### src/design/sha1bsh_pkg.sv
// ----------------------------------------------------------------------------
// sha1bsh_pkg
// Shared types, constants and round functions of the SHA-1 byte stream hasher.
// ----------------------------------------------------------------------------
package sha1bsh_pkg;

   // Sequencer states.
   typedef enum logic [2:0] {
      ST_IDLE,
      ST_PAD,
      ST_ROUND,
      ST_FINAL,
      ST_EMIT
   } state_type;

   localparam int unsigned NUM_CHAIN  = 5;
   localparam int unsigned NUM_ROUNDS = 80;
   localparam int unsigned BLOCK_BITS = 512;

   typedef logic [31:0] word_type;

   // Initial chaining value.
   localparam word_type IV_WORDS [NUM_CHAIN] = '{
      32'h67452301, 32'hEFCDAB89, 32'h98BADCFE, 32'h10325476, 32'hC3D2E1F0
   };

   // Round constants, one per group of twenty rounds.
   localparam word_type K_00_19 = 32'h5A827999;
   localparam word_type K_20_39 = 32'h6ED9EBA1;
   localparam word_type K_40_59 = 32'h8F1BBCDC;
   localparam word_type K_60_79 = 32'hCA62C1D6;

   // Padding marker byte and the block position where the length field starts.
   localparam logic [7:0] PAD_MARKER  = 8'h80;
   localparam logic [5:0] LEN_POS     = 6'd56;
   localparam logic [5:0] LAST_POS    = 6'd63;
   localparam logic [2:0] LAST_WORD   = 3'd4;
   localparam logic [2:0] LAST_LENIDX = 3'd7;
   localparam logic [6:0] LAST_ROUND  = 7'(NUM_ROUNDS - 1);

   // Boolean function of the round.
   function automatic word_type sha1_f(input logic [6:0] rnd, input word_type b,
                                       input word_type c, input word_type d);
      word_type r;
      if (rnd < 7'd20) begin
         r = (b & c) | (~b & d);
      end else if (rnd < 7'd40) begin
         r = b ^ c ^ d;
      end else if (rnd < 7'd60) begin
         r = (b & c) | (b & d) | (c & d);
      end else begin
         r = b ^ c ^ d;
      end
      return r;
   endfunction

   // Additive constant of the round.
   function automatic word_type sha1_k(input logic [6:0] rnd);
      word_type r;
      if (rnd < 7'd20) begin
         r = K_00_19;
      end else if (rnd < 7'd40) begin
         r = K_20_39;
      end else if (rnd < 7'd60) begin
         r = K_40_59;
      end else begin
         r = K_60_79;
      end
      return r;
   endfunction

endpackage

### src/design/sha1_byte_stream_hasher_unit.sv
// ----------------------------------------------------------------------------
// sha1_byte_stream_hasher_unit
// SHA-1 over a byte stream: collects bytes, compresses each 64-byte block
// with one shared round unit, pads on finish and streams out the digest.
// ----------------------------------------------------------------------------
//  Channel | Direction | Word                          | Sideband
//  req_    | in        | tdata[7:0] data_byte          | tuser = kind
//  rsp_    | out       | tdata[31:0] digest_word,      | tlast = last_word
//          |           | tdata[34:32] word_index       |
//
// An appended byte is shifted into the block window; the byte that fills a block
// starts 80 rounds through the single round adder, then a fold into the
// chaining words. A finish word feeds 9 to 72 padding bytes at one per cycle,
// with one or two compressions, then loads five digest words into the output
// register. req_tready is low whenever the sequencer is busy. Reset is
// synchronous and restores the initial vector and a zero bit count. A stalled
// rsp_ side holds the output register, the digest sequencing and, in ST_EMIT, req_tready.
module sha1_byte_stream_hasher_unit
   import sha1bsh_pkg::*;
(
   input  logic        clock,
   input  logic        reset,
   input  logic        req_tvalid,
   output logic        req_tready,
   input  logic [7:0]  req_tdata,   // [7:0] data_byte
   input  logic        req_tuser,   // [0] kind
   output logic        rsp_tvalid,
   input  logic        rsp_tready,
   output logic [39:0] rsp_tdata,   // [31:0] digest_word, [34:32] word_index
   output logic        rsp_tlast
);

   state_type state_ff, state_in;

   word_type chain_ff [NUM_CHAIN];
   word_type chain_in [NUM_CHAIN];
   word_type a_ff, b_ff, c_ff, d_ff, e_ff;
   word_type a_in, b_in, c_in, d_in, e_in;
   logic [6:0] round_ff, round_in;
   logic [BLOCK_BITS-1:0] win_ff, win_in;
   logic [63:0] bit_count_ff, bit_count_in;
   logic [63:0] len_ff, len_in;
   logic marker_ff, marker_in;
   logic len_phase_ff, len_phase_in;
   logic [2:0] len_idx_ff, len_idx_in;
   logic len_done_ff, len_done_in;
   logic pad_active_ff, pad_active_in;
   logic [2:0] emit_idx_ff, emit_idx_in;
   logic rsp_valid_ff, rsp_valid_in;
   word_type rsp_word_ff, rsp_word_in;
   logic [2:0] rsp_index_ff, rsp_index_in;
   logic rsp_last_ff, rsp_last_in;

   logic accept;
   logic finish;
   logic byte_push;
   logic [7:0] byte_val;
   logic [5:0] pos;
   logic block_full;
   logic pad_len_sel;
   logic load_out;
   word_type sched;
   word_type w0;
   word_type t_sum;

   assign pos = bit_count_ff[8:3];
   assign w0  = win_ff[511:480];

   // Control decode for the current state.
   always_comb begin
      req_tready  = (state_ff == ST_IDLE);
      accept      = req_tvalid && (state_ff == ST_IDLE);
      finish      = accept && req_tuser;
      pad_len_sel = !marker_ff && (len_phase_ff || (pos == LEN_POS));
      byte_push   = 1'b0;
      byte_val    = req_tdata;
      case (state_ff)
         ST_IDLE: begin
            byte_push = accept && !req_tuser;
         end
         ST_PAD: begin
            byte_push = 1'b1;
            if (marker_ff) begin
               byte_val = PAD_MARKER;
            end else if (pad_len_sel) begin
               byte_val = 8'(len_ff >> {~len_idx_ff, 3'b000});
            end else begin
               byte_val = 8'h00;
            end
         end
         default: begin
            byte_push = 1'b0;
         end
      endcase
      block_full = byte_push && (pos == LAST_POS);
      load_out   = (state_ff == ST_EMIT) && (!rsp_valid_ff || rsp_tready);
   end

   // Next state.
   always_comb begin
      state_in = state_ff;
      case (state_ff)
         ST_IDLE: begin
            if (finish) begin
               state_in = ST_PAD;
            end else if (block_full) begin
               state_in = ST_ROUND;
            end
         end
         ST_PAD: begin
            if (block_full) begin
               state_in = ST_ROUND;
            end
         end
         ST_ROUND: begin
            if (round_ff == LAST_ROUND) begin
               state_in = ST_FINAL;
            end
         end
         ST_FINAL: begin
            if (!pad_active_ff) begin
               state_in = ST_IDLE;
            end else if (len_done_ff) begin
               state_in = ST_EMIT;
            end else begin
               state_in = ST_PAD;
            end
         end
         ST_EMIT: begin
            if (load_out && (emit_idx_ff == LAST_WORD)) begin
               state_in = ST_IDLE;
            end
         end
         default: begin
            state_in = ST_IDLE;
         end
      endcase
   end

   // Message schedule word and the round sum.
   always_comb begin
      word_type x;
      x      = win_ff[95:64] ^ win_ff[255:224] ^ win_ff[447:416] ^ w0;
      sched  = {x[30:0], x[31]};
      t_sum  = {a_ff[26:0], a_ff[31:27]} + sha1_f(round_ff, b_ff, c_ff, d_ff)
               + e_ff + sha1_k(round_ff) + w0;
   end

   // Block window, working variables and chaining words.
   always_comb begin
      win_in       = win_ff;
      a_in         = a_ff;
      b_in         = b_ff;
      c_in         = c_ff;
      d_in         = d_ff;
      e_in         = e_ff;
      round_in     = round_ff;
      chain_in     = chain_ff;
      bit_count_in = bit_count_ff;
      if (byte_push) begin
         win_in       = {win_ff[BLOCK_BITS-9:0], byte_val};
         bit_count_in = bit_count_ff + 64'd8;
      end else if (state_ff == ST_ROUND) begin
         win_in = {win_ff[BLOCK_BITS-33:0], sched};
      end
      if (block_full) begin
         a_in     = chain_ff[0];
         b_in     = chain_ff[1];
         c_in     = chain_ff[2];
         d_in     = chain_ff[3];
         e_in     = chain_ff[4];
         round_in = 7'd0;
      end else if (state_ff == ST_ROUND) begin
         a_in     = t_sum;
         b_in     = a_ff;
         c_in     = {b_ff[1:0], b_ff[31:2]};
         d_in     = c_ff;
         e_in     = d_ff;
         round_in = round_ff + 7'd1;
      end
      if (state_ff == ST_FINAL) begin
         chain_in[0] = chain_ff[0] + a_ff;
         chain_in[1] = chain_ff[1] + b_ff;
         chain_in[2] = chain_ff[2] + c_ff;
         chain_in[3] = chain_ff[3] + d_ff;
         chain_in[4] = chain_ff[4] + e_ff;
      end
      // The last digest word leaves: start a new message.
      if (load_out && (emit_idx_ff == LAST_WORD)) begin
         chain_in     = IV_WORDS;
         bit_count_in = 64'd0;
      end
   end

   // Padding sequencer.
   always_comb begin
      len_in        = len_ff;
      marker_in     = marker_ff;
      len_phase_in  = len_phase_ff;
      len_idx_in    = len_idx_ff;
      len_done_in   = len_done_ff;
      pad_active_in = pad_active_ff;
      if (finish) begin
         len_in        = bit_count_ff;
         marker_in     = 1'b1;
         len_phase_in  = 1'b0;
         len_idx_in    = 3'd0;
         len_done_in   = 1'b0;
         pad_active_in = 1'b1;
      end else if (state_ff == ST_PAD) begin
         if (marker_ff) begin
            marker_in = 1'b0;
         end else if (pad_len_sel) begin
            len_phase_in = 1'b1;
            len_idx_in   = len_idx_ff + 3'd1;
            if (len_idx_ff == LAST_LENIDX) begin
               len_done_in = 1'b1;
            end
         end
      end
      if (load_out && (emit_idx_ff == LAST_WORD)) begin
         pad_active_in = 1'b0;
      end
   end

   // Output register for the digest words.
   always_comb begin
      emit_idx_in  = emit_idx_ff;
      rsp_valid_in = rsp_valid_ff;
      rsp_word_in  = rsp_word_ff;
      rsp_index_in = rsp_index_ff;
      rsp_last_in  = rsp_last_ff;
      if (finish) begin
         emit_idx_in = 3'd0;
      end
      if (load_out) begin
         rsp_valid_in = 1'b1;
         rsp_word_in  = chain_ff[emit_idx_ff];
         rsp_index_in = emit_idx_ff;
         rsp_last_in  = (emit_idx_ff == LAST_WORD);
         emit_idx_in  = (emit_idx_ff == LAST_WORD) ? 3'd0 : emit_idx_ff + 3'd1;
      end else if (rsp_tready) begin
         rsp_valid_in = 1'b0;
      end
   end

   assign rsp_tvalid = rsp_valid_ff;
   assign rsp_tdata  = {5'd0, rsp_index_ff, rsp_word_ff};
   assign rsp_tlast  = rsp_last_ff;

   // Control registers.
   always_ff @(posedge clock) begin
      if (reset) begin
         state_ff      <= ST_IDLE;
         chain_ff      <= IV_WORDS;
         bit_count_ff  <= 64'd0;
         marker_ff     <= 1'b0;
         len_phase_ff  <= 1'b0;
         len_idx_ff    <= 3'd0;
         len_done_ff   <= 1'b0;
         pad_active_ff <= 1'b0;
         emit_idx_ff   <= 3'd0;
         rsp_valid_ff  <= 1'b0;
         round_ff      <= 7'd0;
      end else begin
         state_ff      <= state_in;
         chain_ff      <= chain_in;
         bit_count_ff  <= bit_count_in;
         marker_ff     <= marker_in;
         len_phase_ff  <= len_phase_in;
         len_idx_ff    <= len_idx_in;
         len_done_ff   <= len_done_in;
         pad_active_ff <= pad_active_in;
         emit_idx_ff   <= emit_idx_in;
         rsp_valid_ff  <= rsp_valid_in;
         round_ff      <= round_in;
      end
   end

   // Payload registers.
   always_ff @(posedge clock) begin
      win_ff       <= win_in;
      a_ff         <= a_in;
      b_ff         <= b_in;
      c_ff         <= c_in;
      d_ff         <= d_in;
      e_ff         <= e_in;
      len_ff       <= len_in;
      rsp_word_ff  <= rsp_word_in;
      rsp_index_ff <= rsp_index_in;
      rsp_last_ff  <= rsp_last_in;
   end

`ifndef SYNTH
   // The round counter never runs past the last round.
   a_round_range: assert property (@(posedge clock) disable iff (reset)
      (state_ff == ST_ROUND) |-> (round_ff <= LAST_ROUND))
      else $error("round counter out of range");

   // A finish word starts padding with the marker byte.
   a_finish_pad: assert property (@(posedge clock) disable iff (reset)
      (req_tvalid && req_tready && req_tuser) |=> ((state_ff == ST_PAD) && marker_ff))
      else $error("finish did not start padding");

   // The length field always ends exactly on a block boundary.
   a_len_end: assert property (@(posedge clock) disable iff (reset)
      ((state_ff == ST_PAD) && pad_len_sel && (len_idx_ff == LAST_LENIDX))
      |-> (pos == LAST_POS))
      else $error("length field misaligned");

   // The digest is only emitted once all padding has been compressed.
   a_emit_done: assert property (@(posedge clock) disable iff (reset)
      (state_ff == ST_EMIT) |-> (len_done_ff && pad_active_ff))
      else $error("digest emitted before padding finished");

   // The last flag marks the fifth word only.
   a_last_index: assert property (@(posedge clock) disable iff (reset)
      rsp_valid_ff |-> (rsp_last_ff == (rsp_index_ff == LAST_WORD)))
      else $error("last flag and word index disagree");
`endif

endmodule

### config.mk
export PLATFORM = sky130hd
export DESIGN_NAME = sha1_byte_stream_hasher_unit
export DESIGN_NICKNAME = d
export VERILOG_FILES = /design/src/design/sha1bsh_pkg.sv /design/src/design/sha1_byte_stream_hasher_unit.sv
export SDC_FILE = /design/constraint.sdc
export NUM_CORES = 2
export LEC_CHECK = 0
export BUFFER_PORTS_ARGS = -buffer_cell sky130_fd_sc_hd__buf_2
export CELL_PAD_IN_SITES_DETAIL_PLACEMENT = 1
export CELL_PAD_IN_SITES_GLOBAL_PLACEMENT = 1
export CORE_ASPECT_RATIO = 1.4
export CORE_MARGIN = 1
export CORE_UTILIZATION = 55
export CTS_CLUSTER_DIAMETER = 60
export DETAILED_ROUTE_END_ITERATION = 10
export GPL_TIMING_DRIVEN = 0
export PLACE_DENSITY = 0.84
export SETUP_SLACK_MARGIN = 0.2
export SYNTH_ARGS = -nofsm -noshare
export SYNTH_HDL_FRONTEND = slang
export SYNTH_SLANG_ARGS = --single-unit
### constraint.sdc
create_clock -name clock -period 104.7 [get_ports clock]
set_clock_uncertainty 0.2 [all_clocks]
set_input_delay 31.41 -clock clock [delete_from_list [all_inputs] [get_ports clock]]
set_output_delay 31.41 -clock clock [all_outputs]
set_load 0.01 [all_outputs]
==> flow_summary_export.csv <==
group,metric,value,unit
clock_network,post_cts_buffers,0,
clock_network,tritoncts,"yes",
synth,netlist-cell-type-count,91,
power,pwr-share-clk,0.367,
clock_network,cts_root_buffer,"clkbuf_16",
timing,setup_ws,68.50,ns
drt,viasPerCell,6.115,
cells_and_area,final_cell_area,61290,um^2
synth,synthTopCellsByArea,"edfxtp_1 (42%), nand2_1 (14%), dfxtp_1 (8.7%), fa_1 (4.5%), ha_1 (4.5%)",
synth,yosysWarnings,0,
power,power_density,16.55,nW/um^2
timing,finalMaxSlewViolations,57,
global_routing,overflow,0,
critical_path,critPathBufInv,7,
clock_network,clock_latency,0.75,ns
clock_network,cts_buffers,101,
synth,ys_ff_latch,1011,
timing,timing_hold_violations_final,0,
clock_network,cts_hold_buf,0,
global_routing,grt_pass1_wl,308500,um
drt,drt_iter0_drc,3280,
clock_network,cts.path.max_buffers,3,
drt,via_count,45430,
critical_path,slowest_delay,1.09,ns
critical_path,crit_arrival,36.48,ns
critical_path,path_class,"input port to flop",
placed_design,place.gp.congestion,0.9955,
power,swShare,0.2871,
power,seq_power_share,0.490,
clock_network,clkTransAtPathRegs,0.06,ns
outcome,violations,"max-capacitance violations, max-slew violations",
cells_and_area,final_common_cell,"nand2_1",
timing,maxClockFrequency,27.62,MHz
cells_and_area,layoutNonFillerInstCount,7430,
synth,ys_seq_area_frac,0.5042,
floorplanning,num_io_pins,56,
critical_path,crit_chain,"buf_2 > nor2b_1 > o21ai_2 > nor3_2 > nand2_1 > clkbuf_1 > clkbuf_1 > o21ai_4 > buf_16 > buf_12 > buf_16 > buf_12",
global_routing,antenna_found_initial,3,
critical_path,start_kind,"input port",
critical_path,worstPathRequired,104.97,ns
cells_and_area,layout-drive-gt1-share,0.04975,
timing,max_slew_margin,-0.07168,
global_routing,grt_usage,0.4131,
synth,ys.flop_type,"edfxtp_1",
placed_design,place_area,57980,um^2
floorplanning,dieHeight,377.6,um
clock_network,cts.sinks,1011,
power,ir_worst_vdd,0.01598,mV
drt,wl,210900,um
power,netSwitchingPower,291.2,uW
timing,finalCritPeriodShare,0.3458,
placed_design,dp.cells,7241,
drt,ant_nets,0,
outcome,status,"finished, violations left",
cells_and_area,antenna_cells,0,
timing,holdWs,0.2624,ns
cells_and_area,final_net_count,6364,
placed_design,dp_slack,68.09,ns
critical_path,critical-path-top-delay-family,"buffers and inverters",
cells_and_area,layout.cells.most_common_list,"nand2_1 (2075), edfxtp_1 (769), a21oi_1 (283)",
timing,worstMarginPinSlew,1.608,ns
timing,grt_setup_unrepaired,"no",
clock_network,post_cts_resized,0,
drt,post_drt_wl_per_cell,28.38,um
synth,yosysTopAreaCellShare,0.4167,
placed_design,placement.io_buffers,49,
power,internal_power,722.9,uW
critical_path,cp_max_fo,23,
timing,finalSetupViolCount,0,
critical_path,cp-end-kind,"flop",
synth,netlist_area,55410,um^2
synth,synth_edf_count,769,
synth,async_flop_share,0,
min_path,hold_class,"flop to flop",
drt,drcViolationCount,0,
power,p_leak,0.02532,uW
floorplanning,coreArea,99760,um^2
floorplanning,start_util,0.5554,
drt,firstDrtPassIters,6,
critical_path,worst_path_max_delay_cell,"clkbuf_1",
floorplanning,dieArea,102000,um^2
floorplanning,core.rowCount,137,
power,power_frac_comb,0.144,
global_routing,grt_pass1_vias,49250,
flow_run,cap_violations,5,
synth,syn_avg_cell_area,9.490,um^2
synth,netlist_instances,5839,
global_routing,grt_max_degree,71,
timing,fin_setup_tns,0,ns
cells_and_area,syn2layout_area_growth,10.61,%
floorplanning,die_w,270.3,um
clock_network,htree_num_levels,3,
placed_design,hpwl,160500,um
timing,period_needed,36.20,ns
synth,yosys.area.top_type,"edfxtp_1",
==> worst reg2reg max path: stages, from the launching register on <==
cell       delay [ns]
dfxtp_1          0.30
clkbuf_1         0.18
nand4_1          0.14
nor2b_1          0.93
nand2_1          0.75
inv_1            0.37
clkbuf_1         0.52
clkbuf_1         1.07
a221oi_1         0.36
fa_1             0.51
fa_1             0.54
inv_1            0.06
ha_1             0.28
a21o_1           0.18
a21o_1           0.22
a2111oi_2        0.59
o32ai_1          0.30
a221oi_2         0.50
a31oi_1          0.34
a31oi_1          0.38
o21ai_1          0.17
xnor2_1          0.17
o21ai_1          0.07
==> Yosys cell counts, types with 30 or more instances <==
master / instances
a21oi_1: 283
nand3_1: 51
o21ai_0: 198
edfxtp_1: 769
o22ai_1: 45
nand4_1: 34
inv_1: 241
and3_1: 30
a21o_1: 96
nor3_1: 37
ha_1: 200
nor2b_1: 36
mux2i_1: 94
fa_1: 125
nand2_1: 2075
clkbuf_1: 243
dfxtp_1: 242
xnor2_1: 188
nor2_1: 278
xor2_1: 105
o211ai_1: 57
==> per-stage QoR <==
stage               power (uW)  utilization
floorplan                610.4            -
global placement         667.0       0.5746
detailed placement       642.6       0.5812
CTS                       1010       0.6142
global route              1040       0.6144
finish                    1014       0.6144
==> power groups by stage <==
| stage | Clock [uW] | Combinational, uW | Sequential, uW |
|---|---|---|---|
| 2_1_floorplan | 0 | 93.5 | 517 |
| 3_3_place_gp | 0 | 127 | 540 |
| 3_5_place_dp | 0 | 140 | 503 |
| 4_1_cts | 372 | 143 | 495 |
| 5_1_grt | 385 | 158 | 498 |
| 6_report | 372 | 146 | 497 |
==> path summary, 6_finish.rpt <==
check	slack [ns]	start	depth (start not counted)	end
max	68.50	req_tvalid	12	d_ff[2]$_DFFE_PP_
min	0.26	bit_count_ff[8]$_SDFFE_PP0P_	0	len_ff[8]$_DFFE_PP_
max reg2reg	95.27	round_ff[3]$_SDFFE_PP0P_	22	a_ff[30]$_DFFE_PP_
min reg2reg	0.26	bit_count_ff[8]$_SDFFE_PP0P_	0	len_ff[8]$_DFFE_PP_
==> flip-flops by register name, summed over array words and instances (netlist names), 3 cells and up <==
register,flops
chain_ff,160
emit_idx_ff,3
len_idx_ff,3
rsp_index_ff,3
len_ff,61
a_ff,32
b_ff,32
d_ff,32
c_ff,32
rsp_word_ff,32
round_ff,7
bit_count_ff,61
win_ff,512
state_ff,3
e_ff,32
==> kinds of logic (layout without fill, tap and decap cells) <==
| family | after synthesis | after routing | share of synthesized area |
|---|---|---|---|
| adders and majority gates | 325 | 325 | 0.09032 |
| muxes | 122 | 122 | 0.02531 |
| DFF | 1011 | 1011 | 0.5042 |
| and+or+nand+nor | 2658 | 2658 | 0.1937 |
| AOI/OAI and AO/OA | 919 | 919 | 0.1050 |
| buffers and inverters | 510 | 777 | 0.03509 |
| other | 1 | 5 | 0.00006768 |
| xor gates and xnor gates | 293 | 293 | 0.04631 |
==> layer usage <==
| metal | GRT usage | part of all wire |
|---|---|---|
| met1 | 0.4044 | 0.33 |
| met2 | 0.7185 | 0.49 |
| met3 | 0.07183 | 0.060 |
| met4 | 0.4282 | 0.12 |
| met5 | 0 | 0.000066 |
==> final cells by class <==
| type | count | area [um^2] |
|---|---|---|
| timing repair buffer | 80 | 893.4 |
| fill | 11250 | 38470 |
| sequential | 1011 | 27940 |
| tap | 1320 | 1652 |
| clock buffer | 138 | 2779 |
| multi-input combinational | 4322 | 25570 |
| inverter | 242 | 908.4 |
| buffer | 268 | 1044 |
| clock inverter | 49 | 506.7 |
Note: power is estimated with default switching activity, not from simulation.
